**src/rtl/core/lru_key_value_cache_assert.svh**
```systemverilog
// Assertion macros shared by the cache RTL.
`ifndef LRU_KEY_VALUE_CACHE_ASSERT_SVH
`define LRU_KEY_VALUE_CACHE_ASSERT_SVH

// Same-cycle implication, off while rst is high.
`define LKVC_ASSERT_NOW(label, ante, cons, msg) \
  label: assert property (@(posedge clk) disable iff (rst) (ante) |-> (cons)) \
    else $error(msg);

// Next-cycle implication, off while rst is high.
`define LKVC_ASSERT_NEXT(label, ante, cons, msg) \
  label: assert property (@(posedge clk) disable iff (rst) (ante) |=> (cons)) \
    else $error(msg);

`endif

```
**src/rtl/core/lkvc_pkg.sv**
```systemverilog
package lkvc_pkg;

  localparam int ENTRIES   = 16;
  localparam int KEY_W     = 32;
  localparam int VAL_W     = 32;
  localparam int CAP_W     = 5;
  localparam int CAP_RESET = 16;
  localparam int RANK_W    = (ENTRIES > 1) ? $clog2(ENTRIES) : 1;
  localparam int OCC_W     = $clog2(ENTRIES + 1);
  localparam int CMP_W     = (OCC_W > CAP_W) ? OCC_W : CAP_W;
  localparam int DATA_W    = 32;
  localparam int PADDR_W   = 3;

  // register index, taken from paddr[2]
  localparam logic REG_CAPACITY = 1'b0;

  localparam logic KIND_GET = 1'b0;
  localparam logic KIND_PUT = 1'b1;

  typedef enum logic [1:0] {
    ST_IDLE,
    ST_LOOKUP,
    ST_UPDATE
  } state_t;

  // broadcast from the controller to every cell
  typedef struct packed {
    logic              clear;
    logic              lookup;
    logic              update;
    logic              put;
    logic              hit;
    logic              evict;
    logic [KEY_W-1:0]  key;
    logic [VAL_W-1:0]  wval;
    logic [RANK_W-1:0] hit_rank;
    logic [RANK_W-1:0] lru_rank;
  } cmd_t;

  // handed from cell i to cell i+1
  typedef struct packed {
    logic              hit;
    logic              found_free;
    logic [RANK_W-1:0] rank;
    logic [VAL_W-1:0]  value;
  } link_t;

  typedef struct packed {
    logic valid;
    logic match;
  } stat_t;

endpackage

```
**src/rtl/core/lkvc_cell.sv**
```systemverilog
module lkvc_cell (
  input  logic            clk,
  input  logic            rst,
  input  lkvc_pkg::cmd_t  cmd,
  input  lkvc_pkg::link_t link_in,
  output lkvc_pkg::link_t link_out,
  output lkvc_pkg::stat_t stat
);
  import lkvc_pkg::*;

  logic [KEY_W-1:0]  key;
  logic [VAL_W-1:0]  value;
  logic [RANK_W-1:0] rank;
  logic              valid;
  logic              match;
  logic              target_free;
  logic              lru;
  logic              target;

  // OR-reduce the single matching entry along the row; first free slot wins
  always_comb begin
    link_out.hit        = link_in.hit | match;
    link_out.rank       = link_in.rank | (match ? rank : '0);
    link_out.value      = link_in.value | (match ? value : '0);
    link_out.found_free = link_in.found_free | ~valid;
    target_free         = ~valid & ~link_in.found_free;
    lru                 = valid & (rank == cmd.lru_rank);
    target              = cmd.evict ? lru : target_free;
    stat.valid          = valid;
    stat.match          = match;
  end

  always_ff @(posedge clk) begin
    if (rst || cmd.clear) begin
      valid <= 1'b0;
      match <= 1'b0;
      rank  <= '0;
    end else if (cmd.lookup) begin
      match <= valid & (key == cmd.key);
    end else if (cmd.update) begin
      if (cmd.hit) begin
        if (match) begin
          rank <= '0;
          if (cmd.put) begin
            value <= cmd.wval;
          end
        end else if (valid && (rank < cmd.hit_rank)) begin
          rank <= rank + RANK_W'(1);
        end
      end else if (cmd.put) begin
        if (target) begin
          key   <= cmd.key;
          value <= cmd.wval;
          valid <= 1'b1;
          rank  <= '0;
        end else if (valid) begin
          rank <= rank + RANK_W'(1);
        end
      end
    end
  end

endmodule

```
**src/rtl/core/lru_key_value_cache.sv**
```systemverilog
// LRU key-value cache, fully associative, 16 entries.
// A request passes the match state, the update state, then the result register, which raises done.
// Each request uses the cell row for a match, then an update; the next may enter during the update.
// busy is high only in the match cycle; start is taken again during the update cycle.
// Reset: store empty, capacity 16; a capacity write also empties it.
// Results last one cycle on done; the receiver cannot stall.
module lru_key_value_cache (
  input  logic                         clk,
  input  logic                         rst,
  input  logic                         start,
  output logic                         busy,
  input  logic                         kind,
  input  logic [lkvc_pkg::KEY_W-1:0]   key,
  input  logic [lkvc_pkg::VAL_W-1:0]   write_value,
  output logic                         done,
  output logic                         hit,
  output logic [lkvc_pkg::VAL_W-1:0]   read_value,
  input  logic                         psel,
  input  logic                         penable,
  input  logic                         pwrite,
  input  logic [lkvc_pkg::PADDR_W-1:0] paddr,
  input  logic [lkvc_pkg::DATA_W-1:0]  pwdata,
  output logic [lkvc_pkg::DATA_W-1:0]  prdata,
  output logic                         pready
);
  import lkvc_pkg::*;

  `include "lru_key_value_cache_assert.svh"

  state_t            state;
  state_t            state_next;
  logic              accept;
  logic              cfg_write;
  logic [CAP_W-1:0]  capacity;
  logic [OCC_W-1:0]  occupancy;
  logic [OCC_W-1:0]  occ_m1;
  logic [CMP_W-1:0]  cap_ext;
  logic [CMP_W-1:0]  cap_eff;
  logic              full;
  logic              req_kind;
  logic [KEY_W-1:0]  req_key;
  logic [VAL_W-1:0]  req_wval;
  cmd_t              cmd;
  link_t             link [ENTRIES+1];
  stat_t             stat [ENTRIES];
  logic [ENTRIES-1:0] valid_vec;
  logic [ENTRIES-1:0] match_vec;
  logic              hit_now;
  logic              insert;

  // --- configuration port: single register, no wait states ---
  // writes with paddr[2] set are dropped and leave the store alone
  assign pready    = 1'b1;
  assign cfg_write = psel & penable & pwrite & pready & (paddr[2] == REG_CAPACITY);
  assign prdata    = (paddr[2] == REG_CAPACITY) ? DATA_W'(capacity) : '0;

  always_ff @(posedge clk) begin
    if (rst) begin
      capacity <= CAP_W'(CAP_RESET);
    end else if (cfg_write && (paddr[2] == REG_CAPACITY)) begin
      capacity <= pwdata[CAP_W-1:0];
    end
  end

  // zero means one; clamp to the number of cells
  always_comb begin
    cap_ext = CMP_W'(capacity);
    if (capacity == '0) begin
      cap_eff = CMP_W'(1);
    end else if (cap_ext > CMP_W'(ENTRIES)) begin
      cap_eff = CMP_W'(ENTRIES);
    end else begin
      cap_eff = cap_ext;
    end
    full   = CMP_W'(occupancy) >= cap_eff;
    occ_m1 = occupancy - OCC_W'(1);
  end

  // --- sequencer ---
  assign accept = start & ~busy;

  always_ff @(posedge clk) begin
    if (rst) begin
      state <= ST_IDLE;
    end else begin
      state <= state_next;
    end
  end

  always_comb begin
    state_next = state;
    busy       = 1'b0;
    case (state)
      ST_IDLE: begin
        if (start) begin
          state_next = ST_LOOKUP;
        end
      end
      ST_LOOKUP: begin
        busy       = 1'b1;
        state_next = ST_UPDATE;
      end
      ST_UPDATE: begin
        // next request may enter while this one commits
        state_next = start ? ST_LOOKUP : ST_IDLE;
      end
      default: begin
        state_next = ST_IDLE;
      end
    endcase
  end

  // request capture
  always_ff @(posedge clk) begin
    if (accept) begin
      req_kind <= kind;
      req_key  <= key;
      req_wval <= write_value;
    end
  end

  // --- cell row ---
  assign hit_now = link[ENTRIES].hit;
  assign insert  = (state == ST_UPDATE) && (req_kind == KIND_PUT) && !hit_now;

  always_comb begin
    cmd.clear    = cfg_write;
    cmd.lookup   = (state == ST_LOOKUP);
    cmd.update   = (state == ST_UPDATE);
    cmd.put      = (req_kind == KIND_PUT);
    cmd.hit      = hit_now;
    cmd.evict    = full;
    cmd.key      = req_key;
    cmd.wval     = req_wval;
    cmd.hit_rank = link[ENTRIES].rank;
    cmd.lru_rank = occ_m1[RANK_W-1:0];
  end

  assign link[0] = '0;

  for (genvar i = 0; i < ENTRIES; i++) begin : g_cell
    lkvc_cell u_cell (
      .clk      (clk),
      .rst      (rst),
      .cmd      (cmd),
      .link_in  (link[i]),
      .link_out (link[i+1]),
      .stat     (stat[i])
    );
    assign valid_vec[i] = stat[i].valid;
    assign match_vec[i] = stat[i].match;
  end

  // occupancy grows only on an insert into a free cell
  always_ff @(posedge clk) begin
    if (rst || cfg_write) begin
      occupancy <= '0;
    end else if (insert && !full) begin
      occupancy <= occupancy + OCC_W'(1);
    end
  end

  // --- result register ---
  always_ff @(posedge clk) begin
    if (rst) begin
      done <= 1'b0;
    end else begin
      done <= (state == ST_UPDATE);
    end
  end

  always_ff @(posedge clk) begin
    if (state == ST_UPDATE) begin
      hit        <= hit_now;
      read_value <= (req_kind == KIND_GET) ? link[ENTRIES].value : '0;
    end
  end

  // --- checks ---
  `LKVC_ASSERT_NOW(a_occ_count, 1'b1, $countones(valid_vec) == occupancy, "occupancy drift")
  `LKVC_ASSERT_NOW(a_one_match, state == ST_UPDATE, $onehot0(match_vec), "duplicate key")
  `LKVC_ASSERT_NEXT(a_done_after, state == ST_UPDATE, done, "missing result strobe")
  `LKVC_ASSERT_NEXT(a_take_start, accept, state == ST_LOOKUP, "request not started")

endmodule
```
**config.mk**
```make
export PLATFORM = sky130hd
export DESIGN_NAME = lru_key_value_cache
export DESIGN_NICKNAME = d
export VERILOG_FILES = /design/src/rtl/core/lkvc_pkg.sv /design/src/rtl/core/lkvc_cell.sv /design/src/rtl/core/lru_key_value_cache.sv
export VERILOG_INCLUDE_DIRS = /design/src /design/src/rtl/core
export SDC_FILE = /design/constraint.sdc
export NUM_CORES = 1
export LEC_CHECK = 0
export ABC_AREA = 1
export BUFFER_PORTS_ARGS = -buffer_cell sky130_fd_sc_hd__buf_4
export CORE_MARGIN = 4
export CORE_UTILIZATION = 50
export CTS_BUF_LIST = sky130_fd_sc_hd__clkbuf_4
export CTS_CLUSTER_SIZE = 25
export DETAILED_ROUTE_END_ITERATION = 10
export PLACE_DENSITY = 0.69
export SLEW_MARGIN = 20
export SYNTH_ARGS = -nofsm -noshare
export SYNTH_HDL_FRONTEND = slang
export SYNTH_HIERARCHICAL = 1
export SYNTH_SLANG_ARGS = --single-unit
```
**constraint.sdc**
```tcl
create_clock -name clk -period 7.5 [get_ports clk]
set_input_delay 0.75 -clock clk [delete_from_list [all_inputs] [get_ports clk]]
set_output_delay 0.75 -clock clk [all_outputs]
set_load 0.01 [all_outputs]
```
# ---- After elaboration in Yosys (flattened, before gate mapping)
# Index checks and enable logic that the tools add are counted.
dict set report word_totals {
  register_bits 1231
  inputBits 106
  output_inout_bits 68
  word_cells 691
}
dict set report classes {
  n_addsub 18
  n_lt_le_gt_ge 18
  eq_ne 83
  n_mux 216
  bitwise 145
  n_reduce_logical 122
}
# operator count
set ops {}
lappend ops {{$mux W32} 81}
lappend ops {{$eq A32 B32 Y1} 16}
lappend ops {{$or A32 B32 Y32} 15}
lappend ops {{$mux W4} 112}
lappend ops {{$reduce_and A5 Y1} 32}
lappend ops {{$reduce_and A7 Y1} 16}
lappend ops {{$reduce_and A6 Y1} 16}
lappend ops {{$add A4 B1 Y4 const B} 16}
lappend ops {{$eq A4 B4 Y1} 16}
lappend ops {{$lt A4 B4 Y1} 16}
lappend ops {{$or A4 B4 Y4} 15}
lappend ops {{$and A1 B1 Y1} 51}
lappend ops {{$ne A3 B1 Y1 const B} 16}
lappend ops {{$reduce_bool A3 Y1} 16}
lappend ops {{$not A1 Y1} 35}
lappend ops {{$ne A2 B2 Y1 const B} 17}
lappend ops {{$reduce_bool A2 Y1} 17}
lappend ops {{$ne A2 B1 Y1 const B} 16}
lappend ops {{$or A1 B1 Y1} 29}
lappend ops {{$logic_and A1 B1 Y1} 20}
lappend ops {{$mux W1} 18}
lappend ops {{$mux W5} 3}
lappend ops {{$pmux W2 S3} 1}
lappend ops {{$add A5 B1 Y5 const B} 1}
lappend ops {{other kinds (10)} 11}

# ---- Depth between registers and ports, before layout
# Gate-level depths: netlist of run 1.
dict set report depth {
  ltp_word 21
  ltp_mapped 37
}

# ---- Modules after synthesis
# Netlist of run 1, hierarchy kept.
# module n_inst cells_each area_per_inst_um2
set by_module_without_submodules {}
lappend by_module_without_submodules {{lkvc_cell at g_cell[0].u_cell ...} 15 331 3363.2}
lappend by_module_without_submodules {lru_key_value_cache 1 308 4217.8}
lappend by_module_without_submodules {{lkvc_cell at g_cell[2].u_cell} 1 332 3364.5}

# ---- Least setup slack after synthesis of run 1
# OpenSTA, ideal clock, no wires.
dict set report synth_path {
  path_kind {register to register}
  start {reg g_cell[0].u_cell.match}
  end {reg g_cell[0].u_cell.value[0] (enable)}
  setup_ns 0.461
  arrival_ns 7.787
  path_slack_ns -0.749
  stages_incl_launch_ff 21
  synth_period_minus_slack_ns 8.249
  cell_sequence {dfxtp_1 > buf_2 > or2_2 > or2_2 > or2_2 > or2_2 > or2_2 > or2_2 > or2_2 > or2_2 > or2_2 > or2_2 > or2_2 > or2_2 > or2_2 > or2_2 > or2_2 > or2_2 > inv_2 > nor2_1 > nor3_1}
}
# element line_no
set synth_rtl {}
lappend synth_rtl {{start, declared} lkvc_cell.sv:15} ;# logic match;
lappend synth_rtl {{start signal, assigned} lkvc_cell.sv:39} ;# match <= valid & (key == cmd.key);
lappend synth_rtl {{end signal, assigned} lkvc_cell.sv:45} ;# value <= cmd.wval;
lappend synth_rtl {{end signal, assigned} lkvc_cell.sv:53} ;# value <= cmd.wval;
lappend synth_rtl {{end, declared} lkvc_cell.sv:12} ;# logic [VAL_W-1:0] value;

==> impl_metrics.ini, run 1 <==
[sta]
fin_skew_ns = 0.0909
fin_crit_ns = 6.58
tightest_slew_ns = 1.14
finalMaxSlewViolations = 0
min_period_over_period = 0.878
setup_viol = 0
hold_violations = 0
tns_ns = 0
rsz0062_at_grt = no
fmax_mhz = 152
relSlewSlack = 0.241

[logic_synthesis]
yosys_warnings = 6
syn_inst = 5572
synthesis.area_um2 = 57800
syn_avg_cell_area_um2 = 10.4

[clock_network]
clkTransAtPathRegs_ns = 0.06
cts_resized = 0
clockRootBuffer = clkbuf_4
clockBufferDepth = 4
clock_sinks = 1231
cts_tree = done
cts_buffers = 340
htree_levels = 5
worstSkewPairLatency_ns = 1.19

[floorplan]
start_util = 0.505
ios = 174
die_h_um = 348
fp-row-count = 124
die_w_um = 348
dieArea_um2 = 121000
core_area_um2 = 115000

[grt]
grt_usage = 0.224
antenna_found_initial = 4
grt_pass1_vias = 39200
grt_max_degree = 76
grt_pass1_wl_um = 214000
grt_remaining_overflow = 0

[cells_and_area]
drive_gt1_frac = 0.146
multiInputGateArea_um2 = 18500
fin_nets = 6343
final_util = 0.579
area_growth_pct = 14.6
fillers = 9624
seqCellArea_um2 = 35900

[hold_path]
hp-start = psel
min_to = occupancy[3]
hp-class = input port to flip-flop
min_path_cells = 4

[flow_run]
maxCapViolations = 0

[power_and_ir_drop]
peakVddDrop_mv = 0.169
leakagePower_nw = 30.7
p_per_area_nw_per_um2 = 214

[detailed_routing]
routedWlPerCell_um = 17.3
final_antenna_net_count = 0
vias = 40400
dr.pass1.iters = 5
viasPerCell = 5.10
drt_iter0_markers = 2994
wl_um = 137000
route.detailed.drc = 0

[critical_path]
cp.arrival_ns = 7.35
crit_required_ns = 8.27
end_kind = flip-flop
crit_top_cell = or2_2
rrSetupSlack_ns = 0.92
r2r_end = g_cell[10].u_cell/value[18]
critical-path-top-delay-family = simple AND/OR/NAND/NOR gates
timing.rr.start = g_cell[0].u_cell/match
start_kind = flip-flop
reg2reg_depth = 21
crit_buf_inv = 3
crit_fanout = 75
critPathMaxStageDelay_ns = 0.54
cp_slowest_cell = or2_4
path_cells = or2_2, or2_2, or2_2, or2_2, or2_2, or2_2, or2_2, or2_2, or2_2, or2_2, or2_2, or2_2, or2_2, or2_2, or2_2, or2_4, buf_12, inv_2, nor2_1, nor3_4, buf_4
critPathKind = flip-flop to flip-flop

[placed_design]
portBuffers = 116
dp_hpwl_um = 81600
globalplace.congestion = 0.846

[outcome]
status = finished, final reports clean
==> placed cells by master (no fill, tap or decap), types with 81 or more instances in the layout <==
cell,n
nand3_1,146
a21o_1,512
dlygate4sd3_1,81
dfxtp_1,94
nand2_1,1269
buf_4,201
xnor2_1,160
nand4_1,151
edfxtp_1,1122
inv_1,869
clkbuf_4,507
nor2_1,552
==> power by group <==
part	switching (W)	internal, W	total (W)
Combinational	0.000516	0.000314	0.000830
Clock	0.00267	0.00312	0.00579
Sequential	0.0000596	0.00753	0.00759
Total	0.00324	0.0110	0.0142
==> repair_timing <==
action,in CTS,in global routing
endpoints found under the setup margin,0,0
buffers inserted,0,0
hold buffers,81,0
endpoints found under the hold margin,73,0
==> state kept, by name, indices dropped and copies added, names as in the netlist <==
register             count
read_value              32
req_wval                32
hit                      1
occupancy                5
state                    2
g_cell.u_cell/valid     16
req_kind                 1
done                     1
g_cell.u_cell/rank      64
g_cell.u_cell/match     16
g_cell.u_cell/value    512
cap_ext                  5
req_key                 32
g_cell.u_cell/key      512
==> metrics by stage <==
stage | hold WS [ns] | setup slack [ns] | cells | total power, W | cell area, um2
final | 0.196 | 0.918 | 7909 | 0.0142 | 66200
after global routing | 0.147 | 0.720 | 7909 | 0.0149 | 66200
after CTS | 0.0546 | 0.945 | 7898 | 0.0144 | 66200
after detailed placement | 0.431 | 0.951 | 7254 | 0.00853 | 61300
after global placement | 0.411 | 0.948 | 7254 | 0.00850 | 61300
after floorplan | 0.398 | 0.0858 | 5637 | 0.00826 | 58100
==> worst register-to-register path, cell delays in order (launching register included) <==
cell,delay (ns)
dfxtp_1,0.30
or2_2,0.28
or2_2,0.28
or2_2,0.27
or2_2,0.26
or2_2,0.26
or2_2,0.26
or2_2,0.26
or2_2,0.26
or2_2,0.31
or2_2,0.27
or2_2,0.27
or2_2,0.26
or2_2,0.26
or2_2,0.26
or2_2,0.27
or2_4,0.54
buf_12,0.36
inv_2,0.14
nor2_1,0.10
nor3_4,0.20
buf_4,0.45
==> final cells by class <==
| cell class | instances | share of cell area |
|---|---|---|
| diodes | 10 | 0.000378 |
| clock buffers | 507 | 0.0575 |
| clock inverters | 56 | 0.00417 |
| inverters | 934 | 0.0529 |
| multi-input cells | 3375 | 0.279 |
| flip-flops and latches | 1231 | 0.542 |
| well taps | 1512 | 0.0286 |
| repair buffers | 284 | 0.0356 |
==> worst max-delay path by stage <==
stage / from / endpoint / cells after the start
finish: g_cell[0].u_cell/match / g_cell[10].u_cell/value[18] / 21
detailed placement: g_cell[0].u_cell/match / g_cell[8].u_cell/value[20] / 21
global route: g_cell[0].u_cell/match / g_cell[10].u_cell/value[18] / 21
floorplan: g_cell[0].u_cell/match / g_cell[0].u_cell/key[0] / 20
global placement: g_cell[0].u_cell/match / g_cell[9].u_cell/value[18] / 21
CTS: g_cell[0].u_cell/match / g_cell[8].u_cell/value[27] / 21
==> per-layer routing <==
| layer | vias up | track usage | wire length (um) |
|---|---|---|---|
| met1 | 19100 | 0.313 | 61700 |
| met5 | - | 0 | 0 |
| met4 | 0 | 0.0776 | 3180 |
| li1 | 19800 | - | - |
| met3 | 241 | 0.0388 | 9400 |
| met2 | 1281 | 0.357 | 62500 |
Note: power is estimated with default switching activity, not from simulation.
==> inputs of run 2 (changes only) <==
- GPL_TIMING_DRIVEN: default -> 0
==> run 2 against run 1 <==
  * Critical path depth grew 2
  * Worst setup slack lost 0.19 ns
  * Clock skew shrank 0.0059 ns
  * Core utilization grew 1.8 points
  * Power grew 0.15%
  * Global-route usage grew 0.18 points
  * Via count grew 1.3%
  * Routed wire length is essentially flat
  * Combinational power grew 4.7%
  * Non-clock buffer count grew 144
  * Worst hold slack lost 0.022 ns
  * Critical path type unchanged
==> impl_metrics.ini, run 2 (synthesis gave the netlist of run 1 again) <==
[grt]
grt_remaining_overflow = 0
grt_max_degree = 53
grt_usage = 0.226
grt_pass1_vias = 40300
antenna_found_initial = 6
grt_pass1_wl_um = 217000

[sta]
setup_viol = 0
fin_crit_ns = 6.77
finalMaxSlewViolations = 0
relSlewSlack = 0.267
fmax_mhz = 148
rsz0062_at_grt = no
tightest_slew_ns = 1.10
hold_violations = 0
min_period_over_period = 0.903
holdWs_ns = 0.174
fin_skew_ns = 0.0849

[power_and_ir_drop]
leakagePower_nw = 31.6
p_per_area_nw_per_um2 = 208
peakVddDrop_mv = 0.165

[floorplan]
start_util = 0.505
dieArea_um2 = 121000
die_h_um = 348
fp-row-count = 124
core_area_um2 = 115000
ios = 174
die_w_um = 348

[clock_network]
clockBufferDepth = 4
cts_tree = done
worstSkewPairLatency_ns = 1.21
htree_levels = 5
cts_buffers = 338
clkTransAtPathRegs_ns = 0.06
clock_sinks = 1231
cts_resized = 0
clockRootBuffer = clkbuf_4
postCtsSetupRepairBufs = 0

[cells_and_area]
final_cell_mix = nand2_1, edfxtp_1, inv_1, nor2_1, a21o_1
final_common_cell = nand2_1
area_growth_pct = 18.2
fin_nets = 6485
drive_gt1_frac = 0.153
final_cell_area_um2 = 68300
reg.largest.list = g_cell.u_cell/key (512), g_cell.u_cell/value (512), g_cell.u_cell/rank (64)

[critical_path]
end_kind = flip-flop
cp.arrival_ns = 7.61
crit_fanout = 52
critPathKind = flip-flop to flip-flop
crit_required_ns = 8.33
start_kind = flip-flop

[detailed_routing]
viasPerCell = 5.10
vias = 40900
dr.pass1.iters = 5
wl_um = 137000
drt_iter0_markers = 3325
routedWlPerCell_um = 17.0
route.detailed.drc = 0
final_antenna_net_count = 0

[placed_design]
dp_hpwl_um = 93300
globalplace.congestion = 0.839
place_area_um2 = 63500
portBuffers = 116

[outcome]
status = finished, final reports clean

[flow_run]
maxCapViolations = 0

[hold_path]
hp-class = input port to flip-flop
run 2: changes by cell type in the layout (fill, tap and decap cells not counted), moves of 15 or more:
cell	previous run	this run
clkbuf_1	0	51
buf_8	0	86
buf_4	201	145
dfxtp_2	15	0
dfxtp_1	94	109
buf_16	0	20
buf_12	2	18
clkbuf_4	507	488
buf_2	0	17
run 2: layout make-up:
cell class | instances | area [um2]
multi-input combinational | 3375 | 18500
clock buffer | 488 | 3660
timing repair buffer | 331 | 4000
fill | 9334 | 46200
buffer | 97 | 494
sequential | 1231 | 35900
tap | 1512 | 1890
inverter | 934 | 3510
antenna | 10 | 25.0
clock inverter | 46 | 318
run 2: repair_timing:
action	CTS	global route
hold buffers	81	0
endpoints found under the setup margin	0	0
endpoints found under the hold margin	73	0
run 2: report_power, final:
part / total (W) / switching, W / internal [W] / leakage (nW)
sequential: 0.00763 / 0.000102 / 0.00753 / 11.0
combinational: 0.000869 / 0.000488 / 0.000382 / 18.2
clock: 0.00573 / 0.00262 / 0.00311 / 2.39
total: 0.0142 / 0.00321 / 0.0110 / 31.6
run 2: path summary, 6_finish.rpt:
kind                                        startpoint                          end  slack [ns]  cells after the start
worst max register to register  g_cell[0].u_cell/match  g_cell[13].u_cell/value[12]        0.73                     23
worst max-delay path            g_cell[0].u_cell/match  g_cell[13].u_cell/value[12]        0.73                     23
worst min-delay path                              psel                 occupancy[4]        0.17                      4
worst min register to register            occupancy[4]                 occupancy[4]        0.51                      2
run 2: metal layers:
metal | share of wire | track usage
met5 | 0 | 0
met4 | 0.026 | 0.0807
met2 | 0.46 | 0.359
met3 | 0.068 | 0.0402
met1 | 0.45 | 0.314
run 2: stage by stage:
stage / TNS (ns) / setup slack (ns) / util / power [W] / std cells
floorplan: 0 / 0.0858 / - / 0.00826 / 5637
global placement: -1463.66 / -1.65 / 0.532 / 0.00851 / 7265
detailed placement: 0 / 0.765 / 0.555 / 0.00861 / 7399
CTS: 0 / 0.710 / 0.596 / 0.0144 / 8014
global route: 0 / 0.452 / 0.597 / 0.0149 / 8022
finish: 0 / 0.727 / 0.597 / 0.0142 / 8024
run 2: worst max-delay path, stage by stage, from the launching register on:
cell     delay, ns
dfxtp_1       0.29
buf_2         0.19
or2_2         0.31
or2_2         0.26
or2_2         0.27
or2_2         0.26
or2_2         0.27
or2_2         0.26
or2_2         0.26
or2_2         0.26
or2_2         0.27
or2_2         0.26
or2_2         0.26
or2_2         0.26
or2_2         0.26
or2_2         0.26
or2_2         0.27
or2_4         0.34
buf_16        0.22
inv_2         0.16
nor2_1        0.09
nor3_4        0.63
buf_8         0.26
buf_8         0.19
